<file path="src/rtl/core/assert_macros.svh">
// Assertion macros shared by the RTL of the drive power state machine.
// Pulled in by `include; no other dependencies.
`ifndef ASSERT_MACROS_SVH
`define ASSERT_MACROS_SVH

`ifndef SYNTHESIS
// Clocked check, masked while reset is asserted (reset is active low).
`define ASSERT_CLK_RST(lbl, clk, rst_n, prop, msg) \
    lbl: assert property (@(posedge clk) disable iff (!rst_n) prop) else $error(msg);
// Clocked check that also holds during reset.
`define ASSERT_CLK(lbl, clk, prop, msg) \
    lbl: assert property (@(posedge clk) prop) else $error(msg);
`else
`define ASSERT_CLK_RST(lbl, clk, rst_n, prop, msg)
`define ASSERT_CLK(lbl, clk, prop, msg)
`endif

`endif

</file>
<file path="src/rtl/core/dsm_pkg.sv">
// Shared types and constants for the drive power state machine.
// No dependencies; imported by every module of the block.
package dsm_pkg;

    // controlword bits and command patterns
    localparam logic [15:0] CW_FAULT_RESET = 16'h0080;
    localparam logic [15:0] CW_MASK_CMD    = 16'h0087;
    localparam logic [15:0] CW_SHUTDOWN    = 16'h0006;
    localparam logic [15:0] CW_SWITCH_ON   = 16'h0007;
    localparam logic [15:0] CW_MASK_OP     = 16'h000F;
    localparam logic [15:0] CW_ENABLE_OP   = 16'h000F;
    localparam logic [15:0] CW_DISABLE_OP  = 16'h0007;
    localparam logic [15:0] CW_EN_VOLTAGE  = 16'h0002;
    localparam logic [15:0] CW_QUICK_STOP  = 16'h0004;
    localparam logic [15:0] CW_CALIBRATE   = 16'h0100;

    // statusword
    localparam logic [15:0] SW_VOLTAGE     = 16'h0010;
    localparam logic [15:0] SW_RESET_VALUE = 16'h0040;

    // item commands
    localparam logic CMD_UPDATE = 1'b0;
    localparam logic CMD_FAULT  = 1'b1;

    typedef struct packed {
        logic        cmd;
        logic [15:0] control_word;
        logic        guard_ok;
    } t_item;

    typedef struct packed {
        logic [3:0]  drive_state;
        logic [15:0] status_word;
        logic        pwm_on;
        logic        state_changed;
    } t_result;

    // Status pattern per state code, voltage-enabled bit already set.
    function automatic logic [15:0] status_of(input logic [3:0] code);
        logic [15:0] pat;
        case (code)
            4'd0:    pat = 16'h0000;
            4'd1:    pat = 16'h0040;
            4'd2:    pat = 16'h0021;
            4'd3:    pat = 16'h0023;
            4'd4:    pat = 16'h0027;
            4'd5:    pat = 16'h0007;
            4'd6:    pat = 16'h000F;
            4'd7:    pat = 16'h0008;
            4'd8:    pat = 16'h0100;
            default: pat = 16'h0000;
        endcase
        return pat | SW_VOLTAGE;
    endfunction

endpackage

</file>
<file path="src/rtl/core/drive_power_state_machine.sv">
// Top level of the drive power state machine (DS402 style, plus calibrating).
// Depends on dsm_pkg, dsm_in_stage and dsm_core.
//
//  channel | direction | handshake              | payload
//  --------+-----------+------------------------+---------------------------------------
//  request | in        | i_valid / o_stall      | i_cmd, i_control_word, i_guard_ok
//  result  | out       | o_valid / i_stall      | o_drive_state, o_status_word, o_pwm_on,
//          |           |                        | o_state_changed
//
// An accepted request passes the input register, then the result register. One request
// is accepted every cycle while o_stall is low. The input register feeds a single pass of
// transition logic that updates the drive state and the result register together.
// Reset (i_rst_n low, synchronous) puts the drive in not-ready with statusword 0x0040.
// A stall on the result side holds the result register; the input register still
// takes one more request, and o_stall rises only while both are full.
module drive_power_state_machine import dsm_pkg::*; (
    input  logic        i_clk,
    input  logic        i_rst_n,
    input  logic        i_valid,
    output logic        o_stall,
    input  logic        i_cmd,
    input  logic [15:0] i_control_word,
    input  logic        i_guard_ok,
    output logic        o_valid,
    input  logic        i_stall,
    output logic [3:0]  o_drive_state,
    output logic [15:0] o_status_word,
    output logic        o_pwm_on,
    output logic        o_state_changed
);

    t_item   w_in_item;
    t_item   w_held_item;
    logic    w_held_valid;
    logic    w_advance;
    logic    w_commit;
    t_result w_result;
    logic    r_out_valid;

    assign w_in_item.cmd          = i_cmd;
    assign w_in_item.control_word = i_control_word;
    assign w_in_item.guard_ok     = i_guard_ok;

    // result register is free when empty or being taken this cycle
    assign w_advance = !r_out_valid || !i_stall;
    // the held request updates the drive state as it moves to the result register
    assign w_commit  = w_advance && w_held_valid;

    dsm_in_stage u_in_stage (
        .i_clk     (i_clk),
        .i_rst_n   (i_rst_n),
        .i_valid   (i_valid),
        .i_item    (w_in_item),
        .i_advance (w_advance),
        .o_stall   (o_stall),
        .o_valid   (w_held_valid),
        .o_item    (w_held_item)
    );

    dsm_core u_core (
        .i_clk    (i_clk),
        .i_rst_n  (i_rst_n),
        .i_item   (w_held_item),
        .i_commit (w_commit),
        .o_result (w_result)
    );

    always_ff @(posedge i_clk) begin
        if (!i_rst_n) begin
            r_out_valid <= 1'b0;
        end else if (w_advance) begin
            r_out_valid <= w_held_valid;
        end
    end

    assign o_valid         = r_out_valid;
    assign o_drive_state   = w_result.drive_state;
    assign o_status_word   = w_result.status_word;
    assign o_pwm_on        = w_result.pwm_on;
    assign o_state_changed = w_result.state_changed;

endmodule

</file>
<file path="src/rtl/core/dsm_in_stage.sv">
// Input register stage of the drive power state machine.
// Depends on dsm_pkg (t_item).
module dsm_in_stage import dsm_pkg::*; (
    input  logic  i_clk,
    input  logic  i_rst_n,
    input  logic  i_valid,
    input  t_item i_item,
    input  logic  i_advance,
    output logic  o_stall,
    output logic  o_valid,
    output t_item o_item
);

    logic  r_valid;
    t_item r_item;
    logic  w_load;

    // take a new request when empty or when the held one moves on this cycle
    assign w_load  = !r_valid || i_advance;
    assign o_stall = !w_load;

    always_ff @(posedge i_clk) begin
        if (!i_rst_n) begin
            r_valid <= 1'b0;
        end else if (w_load) begin
            r_valid <= i_valid;
        end
    end

    always_ff @(posedge i_clk) begin
        if (w_load && i_valid) begin
            r_item <= i_item;
        end
    end

    assign o_valid = r_valid;
    assign o_item  = r_item;

endmodule

</file>
<file path="src/rtl/core/dsm_core.sv">
// Drive state, transition logic and result register.
// Depends on dsm_pkg and assert_macros.svh.
`include "assert_macros.svh"

module dsm_core import dsm_pkg::*; (
    input  logic    i_clk,
    input  logic    i_rst_n,
    input  t_item   i_item,
    input  logic    i_commit,
    output t_result o_result
);

    typedef enum logic [3:0] {
        ST_NOTREADY = 4'd0,
        ST_DISABLED = 4'd1,
        ST_READY    = 4'd2,
        ST_SWON     = 4'd3,
        ST_ENABLED  = 4'd4,
        ST_QSTOP    = 4'd5,
        ST_FREACT   = 4'd6,
        ST_FAULT    = 4'd7,
        ST_CALIB    = 4'd8
    } t_mode;

    t_mode       r_mode, n_mode;
    logic [15:0] r_last, n_last;
    logic [15:0] r_status, n_status;
    logic        r_pwm, n_pwm;
    t_result     r_result;

    t_mode       w_mode1;
    t_mode       w_target;
    logic        w_pwm1;

    // first matching controlword transition; returns the state itself if none
    function automatic t_mode cw_target(input t_mode m, input logic [15:0] cw,
                                        input logic [15:0] last);
        t_mode t;
        t = m;
        case (m)
            ST_NOTREADY: t = ST_DISABLED;
            ST_DISABLED: begin
                if ((cw & CW_MASK_CMD) == CW_SHUTDOWN) t = ST_READY;
            end
            ST_READY: begin
                if ((cw & CW_MASK_CMD) == CW_SWITCH_ON)  t = ST_SWON;
                else if ((cw & CW_EN_VOLTAGE) == '0)     t = ST_DISABLED;
                else if ((cw & CW_CALIBRATE) != '0)      t = ST_CALIB;
            end
            ST_SWON: begin
                if ((cw & CW_MASK_CMD) == CW_SHUTDOWN)   t = ST_READY;
                else if ((cw & CW_EN_VOLTAGE) == '0)     t = ST_DISABLED;
                else if ((cw & CW_MASK_OP) == CW_ENABLE_OP) t = ST_ENABLED;
            end
            ST_ENABLED: begin
                if ((cw & CW_MASK_CMD) == CW_SHUTDOWN)   t = ST_READY;
                else if ((cw & CW_EN_VOLTAGE) == '0)     t = ST_DISABLED;
                else if ((cw & CW_MASK_OP) == CW_DISABLE_OP) t = ST_SWON;
                else if ((cw & CW_QUICK_STOP) == '0)     t = ST_QSTOP;
            end
            ST_QSTOP: begin
                if ((cw & CW_EN_VOLTAGE) == '0)          t = ST_DISABLED;
                else if ((cw & CW_MASK_OP) == CW_ENABLE_OP) t = ST_ENABLED;
            end
            ST_CALIB: begin
                if ((cw & CW_EN_VOLTAGE) == '0)          t = ST_DISABLED;
            end
            ST_FREACT: t = ST_FAULT;
            ST_FAULT: begin
                // fault reset on a rising edge of the reset bit
                if ((cw & CW_FAULT_RESET) != '0 && (last & CW_FAULT_RESET) == '0)
                    t = ST_DISABLED;
            end
            default: t = m;
        endcase
        return t;
    endfunction

    function automatic logic pwm_after(input t_mode tgt, input logic cur);
        logic p;
        case (tgt)
            ST_ENABLED:  p = 1'b1;
            ST_DISABLED: p = 1'b0;
            ST_FAULT:    p = 1'b0;
            default:     p = cur;
        endcase
        return p;
    endfunction

    // leave not-ready on its own, then the table transition (same guard)
    assign w_mode1  = (r_mode == ST_NOTREADY && i_item.guard_ok) ? ST_DISABLED : r_mode;
    assign w_pwm1   = (r_mode == ST_NOTREADY && i_item.guard_ok) ? 1'b0 : r_pwm;
    assign w_target = cw_target(w_mode1, i_item.control_word, r_last);

    always_comb begin
        n_mode   = r_mode;
        n_pwm    = r_pwm;
        n_status = r_status;
        n_last   = r_last;
        if (i_item.cmd == CMD_FAULT) begin
            if (r_mode != ST_FAULT && i_item.guard_ok) begin
                n_mode   = ST_FAULT;
                n_pwm    = 1'b0;
                n_status = status_of(ST_FAULT);
            end
        end else begin
            n_mode = w_mode1;
            n_pwm  = w_pwm1;
            if (i_item.guard_ok && w_target != w_mode1) begin
                n_mode = w_target;
                n_pwm  = pwm_after(w_target, w_pwm1);
            end
            n_status = status_of(n_mode);
            n_last   = i_item.control_word;
        end
    end

    always_ff @(posedge i_clk) begin
        if (!i_rst_n) begin
            r_mode   <= ST_NOTREADY;
            r_last   <= '0;
            r_status <= SW_RESET_VALUE;
            r_pwm    <= 1'b0;
        end else if (i_commit) begin
            r_mode   <= n_mode;
            r_last   <= n_last;
            r_status <= n_status;
            r_pwm    <= n_pwm;
        end
    end

    always_ff @(posedge i_clk) begin
        if (i_commit) begin
            r_result.drive_state   <= n_mode;
            r_result.status_word   <= n_status;
            r_result.pwm_on        <= n_pwm;
            r_result.state_changed <= (n_mode != r_mode);
        end
    end

    assign o_result = r_result;

    // power stage is never on while disabled, not ready or in fault
    `ASSERT_CLK_RST(a_pwm_off_states, i_clk, i_rst_n, r_pwm |-> (r_mode != ST_DISABLED && r_mode != ST_FAULT && r_mode != ST_NOTREADY), "pwm on in a power-off state")
    // a denied request leaves state and power stage alone
    `ASSERT_CLK_RST(a_guard_hold, i_clk, i_rst_n, (i_commit && !i_item.guard_ok) |=> ($stable(r_mode) && $stable(r_pwm)), "state changed with guard denied")
    // every committed update request leaves the voltage-enabled bit set
    `ASSERT_CLK_RST(a_voltage_bit, i_clk, i_rst_n, (i_commit && i_item.cmd == CMD_UPDATE) |=> r_status[4], "voltage bit clear after update")
    // a fault request never moves the block out of fault
    `ASSERT_CLK_RST(a_fault_sticky, i_clk, i_rst_n, (i_commit && r_mode == ST_FAULT && i_item.cmd == CMD_FAULT) |=> r_mode == ST_FAULT, "left fault on fault request")

endmodule

</file>
<file path="config.mk">
export PLATFORM = sky130hd
export DESIGN_NAME = drive_power_state_machine
export DESIGN_NICKNAME = d
export VERILOG_FILES = /design/src/rtl/core/dsm_pkg.sv /design/src/rtl/core/drive_power_state_machine.sv /design/src/rtl/core/dsm_in_stage.sv /design/src/rtl/core/dsm_core.sv
export VERILOG_INCLUDE_DIRS = /design/src /design/src/rtl/core
export SDC_FILE = /design/constraint.sdc
export NUM_CORES = 1
export LEC_CHECK = 0
export ABC_AREA = 1
export BUFFER_PORTS_ARGS = -buffer_cell sky130_fd_sc_hd__buf_2
export CAP_MARGIN = 20
export CORE_AREA = 2 2 104 56
export DETAILED_ROUTE_END_ITERATION = 10
export DIE_AREA = 0 0 106 58
export PLACE_DENSITY = 0.78
export SLEW_MARGIN = 20
export SYNTH_ARGS = -nofsm -noshare
export SYNTH_HDL_FRONTEND = slang
export SYNTH_SLANG_ARGS = --single-unit
</file>
<file path="constraint.sdc">
create_clock -name i_clk -period 3.1 [get_ports i_clk]
set_clock_uncertainty 0.1 [all_clocks]
set_input_delay 0.155 -clock i_clk [delete_from_list [all_inputs] [get_ports i_clk]]
set_output_delay 0.155 -clock i_clk [all_outputs]
set_load 0.02 [all_outputs]
</file>
==> run summary, run 1 <==
PortBufs = 35
DRT Wirelength = 6.485 mm
Final TNS setup = 0 ns
Area leader, netlist = edfxtp_1
Cell repeated most along the worst path = nand2_1
Area growth syn-to-layout = 15.48%
Clock sink count = 54
Finished Layout Cells = 482
Part of the cycle the worst path needs = 91.09%
# rows = 19
GRT Util Overall = 22.39%
Slew @ Worst Pin = 0.6999 ns
Peak VDD IR = 0.2690 mV
Peak Freq = 0.3541 GHz
Worst Path Required = 3.06 ns
Final Power = 1.636 mW
Synthesis Warnings = 0
Mapped cell area = 2854 um^2
Largest net degree at the start of global routing = 41
Cts hold-fix bufs = 8
Number of placed I/O pins = 46
WL per Instance = 13.45 um
GP Congestion = 0.9693
Sequential-to-total area share from yosys stat = 48.40%
First-pass DRT Iterations = 5
Syn avg cell area = 7.862 um^2
Vias = 2499
Core Util, Final = 62.73%
Cell family with most CP delay = simple AND/OR/NAND/NOR gates
Status = finished clean
Psw = 0.5086 mW
Crit path cell chain = nand2_1 > inv_1 > nand2_1 > o21ai_0 > nand2_1 > o21ai_1 > nor2_1 > nand4_1 > nand2_1 > nor2_2 > nand2_4 > nand2_4 > nand2_1 > nand2_1 > nand2_1 > o21ai_2 > nand2_1 > inv_1 > nor2_1 > nand2_1
Vias in the first global route = 2178
Fin. max-slew vios = 0
Worst hold-check path type = in -> reg
Initial DRC count = 270
M1 wire length = 3.204 mm
Max stage delay on crit path = 0.54 ns
Max-cap viol count = 0
Part of the power in combinational logic = 23.0%
Minimum clock period after layout = 2.824 ns
Slew margin rel. = 53.17%
Antenna fix cells = 0
Sequential share of power = 50.4%
Area share of the largest cell type after synthesis = 31.57%
Post-synth EDFFs = 30
Final #Nets = 430
Commonest cells after routing, fill and taps aside = 87 x nand2_1, 43 x inv_1, 36 x nor2_1, 35 x buf_2, 32 x nand3_1
Met2 wire len = 2.498 mm
Worst setup EP type = flop
Sw Ratio = 31.09%
Die W = 106 um
Final ANT Viol Nets = 0
Root buf cell = clkbuf_8
Dpl hpwl = 4.864 mm
Initial antenna violation count = 0
H-tree levels = 2
Main flop type after synthesis = edfxtp_1
CP max stage cell = edfxtp_1
Fraction of layout cells with a size suffix above 1 = 20.78%
Placed insts = 466
Leakage = 1.537 nW
Fraction of registers with async set/reset = 0%
Area after DPL = 3110 um^2
Final setup vio count = 0
Clock-pin slew on the worst setup and hold paths = 0.10 ns
Later-pin clock latency in the skew report = 0.30 ns
FF-to-FF setup slack = 0.28 ns
First-pass GRT wire length = 10.67 mm
Layout fillers = 448
Commonest non-fill, non-tap cell in the layout = nand2_1
Unrepaired setup endpoints after global routing = no
Die area = 6148 um^2
DRC Markers = 0
FF+latch count, synth = 54
Fin area = 3296 um^2
Setup bufs post-CTS = 0
Path type of the worst setup path = reg -> reg
Core area = 5254 um^2
CTS tree = built
Die height = 58 um
Metal3 WL = 746 um
Vias per cell = 5.185
Max Root-Sink Buffers = 2
Distinct cells, synth = 36
Clock share of power = 26.5%
Cells after Synth = 363
GR Overflow Total = 0
Syn_nets = 385
PwrDens = 496.3 nW/um^2
Crit path buf inv count = 2
Uppermost layer routed = met4
Arr. time, crit path = 2.79 ns
Top post-synthesis cells by area = edfxtp_1 32%, dfxtp_1 17%, nand2_1 11%, inv_1 5.7%, nand3_1 5.6%
Area of the multi-input gates = 1216 um^2
Worst Path Max Fanout = 8
Starting Density = 54.32%
Pint = 1.127 mW
Reg area = 1381 um^2
Hold Vio Cnt, Final = 0
CP Launch Type = flop
CTS resizes = 0
Clock buffer count from CTS = 5
==> per-stage QoR <==
| step | worst slack [ns] | hold slack, ns |
|---|---|---|
| after global placement | 0.3785 | 0.2310 |
| after global routing | 0.02597 | 0.03504 |
| final | 0.2762 | 0.01539 |
| after CTS | 0.3504 | 0.02679 |
| after floorplan | 0.8048 | 0.1539 |
| after detailed placement | 0.3754 | 0.2331 |
==> final timing paths <==
kind	from	end	cells after the start
worst min-delay path	i_valid	u_in_stage.o_valid	3
worst max-delay path	u_in_stage.o_item[2]	u_core.o_result[0]	20
worst max register to register	u_in_stage.o_item[2]	u_core.o_result[0]	20
worst min register to register	u_core.r_status[14]	u_core.r_status[14]	2
==> worst min-delay path: stages <==
cell and delay (ns):
buf_2 0.09, nand2_1 0.07, a21oi_1 0.06
==> flip-flops by register name (all words and copies together) (netlist names) <==
| name | flops |
|---|---|
| u_core.o_result | 22 |
| u_core.r_status | 16 |
| u_in_stage.o_item | 8 |
| u_core.r_mode | 4 |
| o_valid | 1 |
| u_core.r_last | 1 |
| u_core.r_pwm | 1 |
| u_in_stage.o_valid | 1 |
==> cell families after synthesis <==
group | synth area share [%]
xor gates and xnor gates | 0.3069
buffers and inverters | 9.250
and+or+nand+nor | 32.70
DFF | 48.40
AOI/OAI and AO/OA | 9.338
==> layout make-up <==
cell class	instances	share of cell area, %
inverters	53	6.112
repair buffers	49	9.112
multi-input cells	245	36.90
clock inverters	1	0.2278
well taps	73	2.771
flip-flops and latches	54	41.91
clock buffers	7	2.961
==> power groups by stage <==
stage | Clock, mW | Combinational (mW) | Sequential (mW)
global route | 0.469 | 0.417 | 0.830
global placement | 0 | 0.353 | 0.840
floorplan | 0 | 0.262 | 0.850
CTS | 0.437 | 0.369 | 0.824
detailed placement | 0 | 0.359 | 0.841
finish | 0.434 | 0.376 | 0.825
==> synthesized netlist by cell type (2+ instances only) <==
master    count
nand2_1      87
inv_1        43
nor2_1       37
nand3_1      32
edfxtp_1     30
dfxtp_1      24
a21oi_1      15
o21ai_0      12
nand4_1      10
inv_2         8
nor3_1        8
nand2_2       7
nor2_2        7
o21ai_1       7
clkbuf_1      5
nand2_4       4
buf_4         3
buf_2         2
nand3_2       2
nand3b_1      2
o211ai_1      2
o21ai_2       2
==> routing by layer <==
| layer | up-vias | GRT usage [%] |
|---|---|---|
| met5 | - | 0 |
| met4 | 0 | 3.759 |
| met2 | 139 | 30.23 |
| met1 | 1084 | 35.82 |
| met3 | 4 | 6.299 |
| li1 | 1272 | - |
Power figures use the tool's default switching activity.
==> run 2, diff against run 1 <==
Settings changed: CORE_AREA 2 2 104 56 to 2 2 135 71, DIE_AREA 0 0 106 58 to 0 0 137 73, PLACE_DENSITY 0.78 to not set.
==> run 2 against run 1 <==
  * Die area is 63% higher
  * Worst setup slack worse by 0.034 ns
  * Highest routed layer unchanged
  * Non-clock buffer count is 1 higher
  * Sequential power hardly changed
  * Utilization is 25 points lower
  * Cell count is 10% higher
  * Count of clock-buffer cells in the layout is 1 lower
  * Global-route usage is 7.8 points lower
  * First-iteration DRC count is 42% lower
  * Fmax is 1.2% lower
  * Via count is 1.8% lower
  * Critical endpoint unchanged
  * Sequential share of layout area is 1.3 points lower
==> run summary, run 2 (synthesis gave the netlist of run 1 again) <==
Status = finished clean
Arr. time, crit path = 2.80 ns (about the same)
Minimum clock period after layout = 2.858 ns (+0.03377 ns)
Worst Path Max Fanout = 9 (+1)
Peak VDD IR = 0.2114 mV (-21%)
PwrDens = 513.3 nW/um^2 (+3.4%)
CTS tree = built
Slew margin rel. = 50.58% (-2.6 points)
Hold Vio Cnt, Final = 0 (unchanged)
Max reg flops = 22 (unchanged)
Number of placed I/O pins = 46 (unchanged)
Cell family with most CP delay = simple AND/OR/NAND/NOR gates
First-pass DRT Iterations = 4 (-1)
WL per Instance = 12.78 um (-5.0%)
GRT Util Overall = 14.60% (-7.8 points)
Crit path cell chain = inv_4 > nand2_1 > o21ai_1 > nand2_1 > nand2_1 > nand2_1 > nand2_1 > nor2_1 > nand4_1 > nand2_1 > nand2_4 > nand2_4 > nand2_2 > nand2_4 > nand2_1 > o211ai_1 > nand2_1 > nor2_1 > nand2_1
Die W = 137 um (+29%)
Final #Nets = 431 (+0.23%)
DRT Wirelength = 6.786 mm (+4.6%)
Antenna fix cells = 0 (unchanged)
Die height = 73 um (+26%)
# rows = 25 (+6)
Crit path buf inv count = 1 (-1)
Final TNS setup = 0 ns (unchanged)
Root buf cell = clkbuf_16
Clock-pin slew on the worst setup and hold paths = 0.07 ns (-0.03 ns)
Die area = 10000 um^2 (+63%)
Final setup vio count = 0 (unchanged)
Area growth syn-to-layout = 19.20%
Unrepaired setup endpoints after global routing = no
GR Overflow Total = 0 (unchanged)
CP Launch Type = flop
Max stage delay on crit path = 0.58 ns (+0.04 ns)
PortBufs = 35 (unchanged)
Fin area = 3402 um^2 (+3.2%)
Commonest cells after routing, fill and taps aside = 87 x nand2_1, 43 x inv_1, 36 x nor2_1, 35 x buf_2, 32 x nand3_1
Worst hold-check path type = in -> reg
Initial antenna violation count = 0 (unchanged)
Leakage = 1.560 nW (+1.5%)
Part of the cycle the worst path needs = 92.18% (+1.1 points)
Clock buffer count from CTS = 5 (unchanged)
Fin. max-slew vios = 0 (unchanged)
Fraction of layout cells with a size suffix above 1 = 21.22% (+0.44 points)
Later-pin clock latency in the skew report = 0.29 ns (about the same)
Path type of the worst setup path = reg -> reg
Vias per cell = 4.620 (-11%)
Final Power = 1.746 mW (+6.8%)
Starting Density = 31.68% (-23 points)
CP max stage cell = dfxtp_1
H-tree levels = 2 (unchanged)
Clock sink count = 54 (unchanged)
Vias in the first global route = 2205 (+1.2%)
Largest net degree at the start of global routing = 41 (unchanged)
Cell repeated most along the worst path = nand2_1
DRC Markers = 0 (unchanged)
Worst Path Required = 3.05 ns (about the same)
Peak Freq = 0.3499 GHz (-1.2%)
Worst setup EP type = flop
Commonest non-fill, non-tap cell in the layout = nand2_1
Core area = 9009 um^2 (+71%)
Slew @ Worst Pin = 0.7385 ns (+0.03865 ns)
Max-cap viol count = 0 (unchanged)
Vias = 2453 (-1.8%)
Final ANT Viol Nets = 0 (unchanged)
Dpl hpwl = 5.100 mm (+4.8%)
GP Congestion = 0.9171 (-5.4%)
First-pass GRT wire length = 11.10 mm (+3.9%)
Max Root-Sink Buffers = 2 (unchanged)
Initial DRC count = 157 (-42%)
Area after DPL = 3163 um^2 (+1.7%)
Min Hold Slack = 0.04322 ns (+0.02783 ns)
-- run 2: cell count changes in the layout (fill, tap and decap cells not counted), sizes merged --
cell    previous run  this run
clkbuf             7         6
inv               52        53
buf               41        42
-- run 2: area by class of cell --
type | count | area [um^2]
inverters | 53 | 201.4
clock buffers | 6 | 128.9
repair buffers | 50 | 307.8
multi-input cells | 245 | 1216
flip-flops and latches | 54 | 1383
well taps | 121 | 151.4
fillers | 952 | 5607
clock inverters | 2 | 13.76
-- run 2: layer usage --
layer  track usage [%]  vias up  routed length (um)
met5                 0        -                   0
met4             3.093        0                  17
met3             5.625        2                 592
met2             17.41       71                2390
met1             23.53     1103                3785
li1                  -     1277                   -
-- run 2: per-stage QoR --
| stage | utilization [%] | setup WS, ns | instances |
|---|---|---|---|
| finish | 37.76 | 0.2424 | 531 |
| detailed placement | 35.11 | 0.2915 | 513 |
| floorplan | - | 0.8048 | 363 |
| global route | 37.76 | 0.006809 | 531 |
| global placement | 35.11 | 0.2559 | 513 |
| CTS | 37.58 | 0.2483 | 529 |
-- run 2: path summary, 6_finish.rpt --
kind	from	cells past startpoint	slack, ns	endpoint
worst max register to register	u_core.r_mode[2]	19	0.24	u_core.o_result[0]
worst max-delay path	u_core.r_mode[2]	19	0.24	u_core.o_result[0]
worst min-delay path	i_valid	3	0.04	u_in_stage.o_valid
worst min register to register	u_core.r_status[11]	2	0.34	u_core.r_status[11]
-- run 2: power breakdown --
group          internal (mW)  switching [mW]  leakage (nW)
combinational          0.121           0.260          1.00
clock                  0.300           0.240        0.0674
sequential             0.799          0.0265         0.490
total                   1.22           0.526          1.56
-- run 2: tightest hold or removal path: stages --
cell and delay, ns:
buf_2 0.10, nand2_1 0.07, a21oi_1 0.06
-- run 2: timing repair --
action | CTS | global route
endpoints found under the setup margin | 0 | 1
endpoints found under the hold margin | 8 | 0
gates resized for setup | 0 | 1
hold buffers | 8 | 0
buffers inserted | 0 | 2
==> run 3, diff against run 2 <==
Settings changed: CTS_BUF_LIST set to sky130_fd_sc_hd__clkbuf_4 sky130_fd_sc_hd__clkbuf_8.
==> run 3 against run 2 <==
  * Combinational power hardly changed
  * Power is 8.4% lower
  * First-iteration DRC count is 5.7% lower
  * Register-to-register slack better by 0.03 ns
  * Largest cell class unchanged
  * Highest routed layer unchanged
==> run summary, run 3 (synthesis gave the netlist of run 1 again) <==
H-tree levels = 2 (unchanged)
Slew @ Worst Pin = 0.7269 ns (-0.01163 ns)
Worst setup EP type = flop
Die W = 137 um (unchanged)
Final Power = 1.599 mW (-8.4%)
Fraction of layout cells with a size suffix above 1 = 21.46% (+0.24 points)
DRC Markers = 0 (unchanged)
Layout fillers = 952 (unchanged)
Core area = 9009 um^2 (unchanged)
Area after DPL = 3163 um^2 (unchanged)
Leakage = 1.538 nW (-1.4%)
GRT Util Overall = 14.54% (-0.060 points)
Area growth syn-to-layout = 17.36%
Final setup vio count = 0 (unchanged)
Core Util, Final = 37.18% (-0.58 points)
Root buf cell = clkbuf_8
PwrDens = 477.5 nW/um^2 (-7.0%)
Setup ws final = 0.2682 ns (+0.02575 ns)
DRT Wirelength = 6.787 mm (about the same)
Commonest non-fill, non-tap cell in the layout = nand2_1
Fin area = 3349 um^2 (-1.5%)
Fin. max-slew vios = 0 (unchanged)
Final #Nets = 431 (unchanged)
Worst Path Max Fanout = 8 (-1)
Clock buffer count from CTS = 5 (unchanged)
Vias per cell = 4.633 (+0.29%)
Number of placed I/O pins = 46 (unchanged)
Minimum clock period after layout = 2.832 ns (-0.02575 ns)
Initial DRC count = 148 (-5.7%)
Clock sink count = 54 (unchanged)
Hold Vio Cnt, Final = 0 (unchanged)
Arr. time, crit path = 2.80 ns (about the same)
Antenna fix cells = 0 (unchanged)
GR Overflow Total = 0 (unchanged)
Max-cap viol count = 0 (unchanged)
# rows = 25 (unchanged)
Starting Density = 31.68% (unchanged)
Peak Freq = 0.3531 GHz (+0.91%)
Status = finished clean
PortBufs = 35 (unchanged)
Clock-pin slew on the worst setup and hold paths = 0.09 ns (+0.02 ns)
Initial antenna violation count = 0 (unchanged)
Final TNS setup = 0 ns (unchanged)
Worst hold-check path type = in -> reg
Area of the multi-input gates = 1216 um^2 (unchanged)
Dpl hpwl = 5.100 mm (unchanged)
Die height = 73 um (unchanged)
Final ANT Viol Nets = 0 (unchanged)
Later-pin clock latency in the skew report = 0.31 ns (+0.02 ns)
CTS tree = built
GP Congestion = 0.9171 (unchanged)
Vias = 2460 (+0.29%)
Part of the cycle the worst path needs = 91.35% (-0.83 points)
Die area = 10000 um^2 (unchanged)
First-pass GRT wire length = 11.13 mm (+0.31%)
Largest net degree at the start of global routing = 41 (unchanged)
Commonest cells after routing, fill and taps aside = 87 x nand2_1, 43 x inv_1, 36 x nor2_1, 35 x buf_2, 32 x nand3_1
Max reg flops = 22 (unchanged)
Reg area = 1383 um^2 (unchanged)
Worst Path Required = 3.07 ns (+0.02 ns)
First-pass DRT Iterations = 4 (unchanged)
Peak VDD IR = 0.2561 mV (+21%)
Max Root-Sink Buffers = 2 (unchanged)
WL per Instance = 12.78 um (about the same)
Path type of the worst setup path = reg -> reg
Unrepaired setup endpoints after global routing = no
Slew margin rel. = 51.36% (+0.78 points)
CP Launch Type = flop
Place WS = 0.2915 ns (unchanged)
Vias in the first global route = 2217 (+0.54%)
## run 3: cell counts in the layout (fill, tap and decap cells not counted)
Identical to the previous run, type by type.
## run 3: final timing paths
| kind | cells after the start | slack, ns | to | startpoint |
|---|---|---|---|---|
| max | 17 | 0.27 | u_core.o_result[0] | u_core.r_mode[2] |
| min reg2reg | 2 | 0.35 | u_core.r_status[11] | u_core.r_status[11] |
| min | 3 | 0.02 | u_in_stage.o_valid | i_valid |
| max reg2reg | 17 | 0.27 | u_core.o_result[0] | u_core.r_mode[2] |
## run 3: layer usage
| layer | routed length [um] | track usage (%) | vias up |
|---|---|---|---|
| met1 | 3803 | 23.44 | 1090 |
| met2 | 2308 | 17.63 | 87 |
| met4 | 45 | 2.405 | 0 |
| li1 | - | - | 1276 |
| met5 | 0 | 0 | - |
| met3 | 630 | 5.625 | 7 |
## run 3: area by class of cell
| cell class | instances | share of cell area [%] |
|---|---|---|
| Sequential cell | 54 | 41.28 |
| Clock buffer | 6 | 2.279 |
| Inverter | 53 | 6.014 |
| Timing Repair Buffer | 50 | 9.189 |
| Clock inverter | 2 | 0.4109 |
| Tap cell | 121 | 4.520 |
| Multi-Input combinational cell | 245 | 36.31 |
## run 3: per-stage QoR
step,std cells,hold slack [ns]
finish,531,0.02127
global route,531,0.01241
CTS,529,0.008406
detailed placement,513,0.2331
global placement,513,0.2321
floorplan,363,0.1539
## run 3: what timing repair did
action | CTS | global route
setup endpoints to repair | 0 | 1
hold buffers | 8 | 0
buffers inserted | 0 | 2
hold endpoints to repair | 8 | 0
gates resized for setup | 0 | 1
## run 3: report_power, final
group          leakage (nW)  internal, mW  switching, mW
Combinational          1.00         0.121          0.260
Clock                0.0452         0.169          0.225
Sequential            0.490         0.798         0.0265
## run 3: worst max-delay path: stages, from the launching register on
cell	delay [ns]
dfxtp_1	0.58
nand2_1	0.21
nor2_2	0.22
o31ai_2	0.18
nand3_2	0.12
nor2_1	0.04
nor2_1	0.08
nand2_1	0.06
nor2_2	0.12
nand2_4	0.10
nand2_4	0.11
nand2_2	0.07
nand2_4	0.11
nand2_1	0.08
o211ai_1	0.09
nand2_1	0.13
nor2_1	0.11
nand2_1	0.05
